==> src/hdl/rcbp_ram.sv <==
// simple dual-port memory, one write port and one registered read port
module rcbp_ram #(
    parameter int WIDTH = 8,
    parameter int DEPTH = 256
) (
    input  logic                     clk,
    input  logic                     we,
    input  logic [$clog2(DEPTH)-1:0] waddr,
    input  logic [WIDTH-1:0]         wdata,
    input  logic                     re,
    input  logic [$clog2(DEPTH)-1:0] raddr,
    output logic [WIDTH-1:0]         rdata
);

    logic [WIDTH-1:0] mem [DEPTH];

    // write port
    always_ff @(posedge clk)
    begin
        if (we)
        begin
            mem[waddr] <= wdata;
        end
    end

    // read port, data held until the next read
    always_ff @(posedge clk)
    begin
        if (re)
        begin
            rdata <= mem[raddr];
        end
    end

endmodule

==> config.mk <==
export PLATFORM = sky130hd
export DESIGN_NAME = rcbp_ram
export DESIGN_NICKNAME = d
export VERILOG_FILES = /design/src/hdl/rcbp_ram.sv
export SDC_FILE = /design/constraint.sdc
export NUM_CORES = 2
export LEC_CHECK = 0
export BUFFER_PORTS_ARGS = -buffer_cell sky130_fd_sc_hd__buf_4
export CAP_MARGIN = 20
export CORE_UTILIZATION = 57
export DETAILED_ROUTE_END_ITERATION = 8
export PLACE_DENSITY = 0.82
export SYNTH_ARGS = -nofsm -noshare
export SYNTH_HDL_FRONTEND = slang
export SYNTH_SLANG_ARGS = --single-unit
==> constraint.sdc <==
create_clock -name clk -period 2.1 [get_ports clk]
set_clock_uncertainty 0.15 [all_clocks]
set_input_delay 0 -clock clk [delete_from_list [all_inputs] [get_ports clk]]
set_output_delay 0 -clock clk [all_outputs]
set_load 0.02 [all_outputs]
==> Yosys cells after proc, flatten, opt, wreduce, memory -nomap -nowiden <==
Memory sizes are Yosys's and may differ from the RTL's. A register that Yosys moved wholly into a read port is not among the register bits.
Cells that the tools add are included.
W data, S select, Z words.
{ "classes": {"mux": 2} }
{ "ops": {"columns": ["cell", "count"], "rows": [
  ["$mux W1", 2]
]} }
{ "totals": {"register_bits": 0, "ramBits": 2048, "input_bits": 27, "elab_cells": 3, "mem_count": 1} }
{ "mem_list": {"columns": ["memory", "words", "word_bits", "read_ports", "rd_ports_with_merged_regs", "write_ports", "line", "rtl"], "rows": [
  ["mem", 256, 8, 1, 1, 1, "15", "logic [WIDTH-1:0] mem [DEPTH];"]
]} }

==> Longest topological paths before layout <==
{ "depth": {"ltp_word": 2, "depth_mapped": 11} }

==> Worst setup path after synthesis <==
No wires, ideal clock.
{ "synth_timing": {"path_type": "input-to-reg", "start": "input raddr[0]", "end": "register rdata[2], read port of mem (data pin)", "arrival_ps": 1807, "required_time_ps": 1681, "setup_slack_ps": -126, "path_stages": 9, "n_path_buf": 4, "path_cell_list": "buf_6 -> buf_12 -> buf_8 -> buf_2 -> mux4_2 -> a22oi_1 -> a21oi_1 -> nor4_1 -> nor4_2"} }
{ "synth_lines": {"columns": ["item", "line", "rtl"], "rows": [
  ["start, declared", "11", "input logic [$clog2(DEPTH)-1:0] raddr,"],
  ["end, declared", "12", "output logic [WIDTH-1:0] rdata"]
]} }

==> metrics.yaml <==
cts.reportedPaths.clkPinSlew_ns: 0.07
hold_end: "mem[39][5]$_DFFE_PP_"
holdPathStages: 4
yosysMostFrequentCell: "edfxtp_1"
final_layout_size_suffix_gt1_share_pct: 33.5
relSlewSlack_pct: 34.8
crit_fanout: 1
clk_latency_ns: 0.84
p_per_area_nw_per_um2: 894
rows: 136
synth_edf_count: 2056
path_buf_inv: 1
grt-ovfl-total: 0
grt.total_usage_pct: 30.8
synthArstFlopShare_pct: 0
switchingPower_mw: 18.3
synth.area.top_cells: "edfxtp_1 78%, mux4_2 13%, mux2i_1 1.7%"
synthAdderAreaFrac_pct: 0
cp_top_family: "simple AND/OR/NAND/NOR gates"
fin_crit_sh_pct: 122
final_cell_area_um2: 94000
vias_per_cell: 6.85
worst_path_largest_cell_delay_ns: 0.50
synth_top_family_by_area: "multiplexers"
rrSetupSlack_ns: -0.46
finalHoldViolations: 0
cp_cell_sequence: "mux4_2, nor2b_1, a211oi_2, nor2_1, nor4_4, buf_4, nor4_2"
ios: 35
seqCellArea_um2: 61700
worstMarginPinSlew_ns: 0.974
wl_per_cell_um: 33.3
drt-initial-drc-count: 7234
r2r_start: "mem[77][0]$_DFFE_PP_"
ys_ff_latch: 2056
rsz0062_at_grt: "yes"
worstRegToRegCells: 7
synth_area_um2: 79600
layout_min_cycle_time_ns: 2.56
hpwl_mm: 130
synth_compound_area_share_pct: 3.42
tns_ns: -3.33
internal-power_mw: 65.7
synth_common_cells: "2056 x edfxtp_1, 454 x mux4_2, 282 x nor2_1"
die_y_um: 376
cp-end-kind: "flop"
syn_area_per_cell_um2: 21.3
hp-class: "input port to flop"
synth_nets: 3760
core_area_um2: 138000
grt_pass1_vias: 44500
fill_cells: 7706
crit_type: "flop to flop"
h-tree-depth: 4
die_w_um: 376
dieArea_um2: 141000
synth_largest_area_cell: "edfxtp_1"
final_nets: 4465
seq_power_share_pct: 53.9
ys_types: 54
drtAntennaViolNets: 0
switching_share_pct: 21.8
first_pass_iters: 6
status: "complete, but fails checks"
muxShareOfSynthArea_pct: 14.6
timing.rr.end: "rdata[0]$_DFFE_PP_"
numClockSinks: 2056
synth-xor-area-share_pct: 0
initial_core_util_pct: 57.7
syn_inst: 3733
place_inst: 6075
wl_mm: 215
drcViolationCount: 0
placed_area_um2: 87100
multi_input_area_um2: 17000
layout_setup_ws_ns: -0.459
cts_buffers: 190
final_max_slew_viol_count: 0
post-route-util_pct: 68.1
p_leak_nw: 30.5
p_clk_share_pct: 39.9
synth_top_area_share_pct: 77.5
ir_drop_mv: 0.803
cts_tree: "built"
setup_viol: 8
cts_setup_buffers: 0
root_buffer: "clkbuf_16"
worst_path_max_delay_cell: "mux4_2"
yosys.area_share.simple_pct: 2.63
vias: 44300
syn2layout_area_growth_pct: 18.0
ys_warn_count: 0
critPathRequiredTime_ns: 2.53
combPwrFrac_pct: 6.1
antenna_found_initial: 9
crit_path_start_kind: "flop"
clockBufferDepth: 3
maxCapViolations: 0
critPathArrivalTime_ns: 2.99
violations: "negative setup slack"
hold_path_startpoint: "waddr[5]"
fmax_mhz: 391
port_buffers: 34
final-instance-count-excl-fill: 6461
ys_seq_area_share_pct: 77.5
grt_first_pass_wirelength_mm: 310
gp_congestion: 0.918
synth_flop_cell: "edfxtp_1"
grt_max_degree: 105
-- routing by layer --
metal	wire length [um]	GRT usage, %	vias to the layer above
met4	12400	15.1	14
met5	110	0	-
li1	-	-	17100
met1	70600	40.0	22500
met2	103000	48.9	3862
met3	29000	8.09	802
-- state kept, by name, summed over array words and instances, names as in the netlist --
register,count
mem,2048
rdata,8
-- cell families after synthesis --
family / after synthesis
mux: 591
compound gates: 385
buf+inv: 235
simple gates: 466
flops: 2056
-- worst register-to-register path, delay by kind of cell (launching register included) --
kind	cells	cell delay (ns)
buf+inv	1	0.22
compound gates	1	0.29
mux	1	0.50
simple gates	4	0.82
flops	1	0.36
-- how the worst max path moves through the flow --
stage | startpoint | end | slack [ns] | depth (start not counted)
after floorplan | raddr[0] | rdata[2]$_DFFE_PP_ | -0.02 | 9
after global placement | raddr[0] | rdata[5]$_DFFE_PP_ | -1.25 | 9
after detailed placement | raddr[0] | rdata[2]$_DFFE_PP_ | -1.21 | 9
after CTS | mem[129][1]$_DFFE_PP_ | rdata[1]$_DFFE_PP_ | -0.45 | 6
after global routing | mem[83][0]$_DFFE_PP_ | rdata[0]$_DFFE_PP_ | -0.47 | 6
final | mem[77][0]$_DFFE_PP_ | rdata[0]$_DFFE_PP_ | -0.46 | 7
-- cells in the final DEF, fill, tap and decap left out, types with 8 or more instances in the layout --
master         count
mux4_2           455
nand3_1           34
bufinv_16         11
nand2_1           32
a211oi_2           8
o211ai_1          10
nor2_2             8
a211oi_1           8
o21ai_0            9
mux2i_1          134
nor2_1           267
dlygate4sd3_1     32
nand2b_1           8
a221oi_1           8
clkbuf_1          33
nand4_1           10
clkinv_2          49
nor2b_1           22
o22ai_1           28
clkbuf_8           8
edfxtp_1        2056
nor4_2            12
nor4_1             8
a21oi_1           94
buf_12            91
buf_4            608
clkinv_1          40
o221ai_1          46
a22oi_1          128
clkbuf_16        195
nor3_1            11
-- layout make-up --
class / count / share of cell area [%]
Tap cell: 1863 / 2.48
Clock inverter: 119 / 1.02
Antenna cell: 5 / 0.0133
Multi-Input combinational cell: 1442 / 18.1
Sequential cell: 2056 / 65.7
Inverter: 2 / 0.00799
Clock buffer: 228 / 5.32
Timing Repair Buffer: 746 / 7.34
-- per-stage QoR --
| step | setup WS [ns] | hold WS (ns) | power, mW |
|---|---|---|---|
| global route | -0.475 | 0.0395 | 85.7 |
| detailed placement | -1.21 | 0.246 | 50.9 |
| CTS | -0.449 | 0.0365 | 83.9 |
| finish | -0.459 | 0.0430 | 84.0 |
| global placement | -1.25 | 0.250 | 50.8 |
| floorplan | -0.0237 | -0.0511 | 48.4 |
-- what timing repair did --
item                                   in CTS  in global routing
endpoints found under the hold margin    3313                  0
setup endpoints to repair                   8                233
gates resized for setup                    63                 45
pin swaps                                  24                 16
hold buffers                               35                  0
-- power by group through the flow --
stage / clock network, mW / registers, mW / logic (mW)
after floorplan: 0 / 46.2 / 2.25
after global placement: 0 / 46.2 / 4.59
after detailed placement: 0 / 46.2 / 4.72
after CTS: 33.6 / 45.3 / 4.98
after global routing: 35.1 / 45.3 / 5.27
final: 33.6 / 45.3 / 5.15
Power figures use the tool's default switching activity.
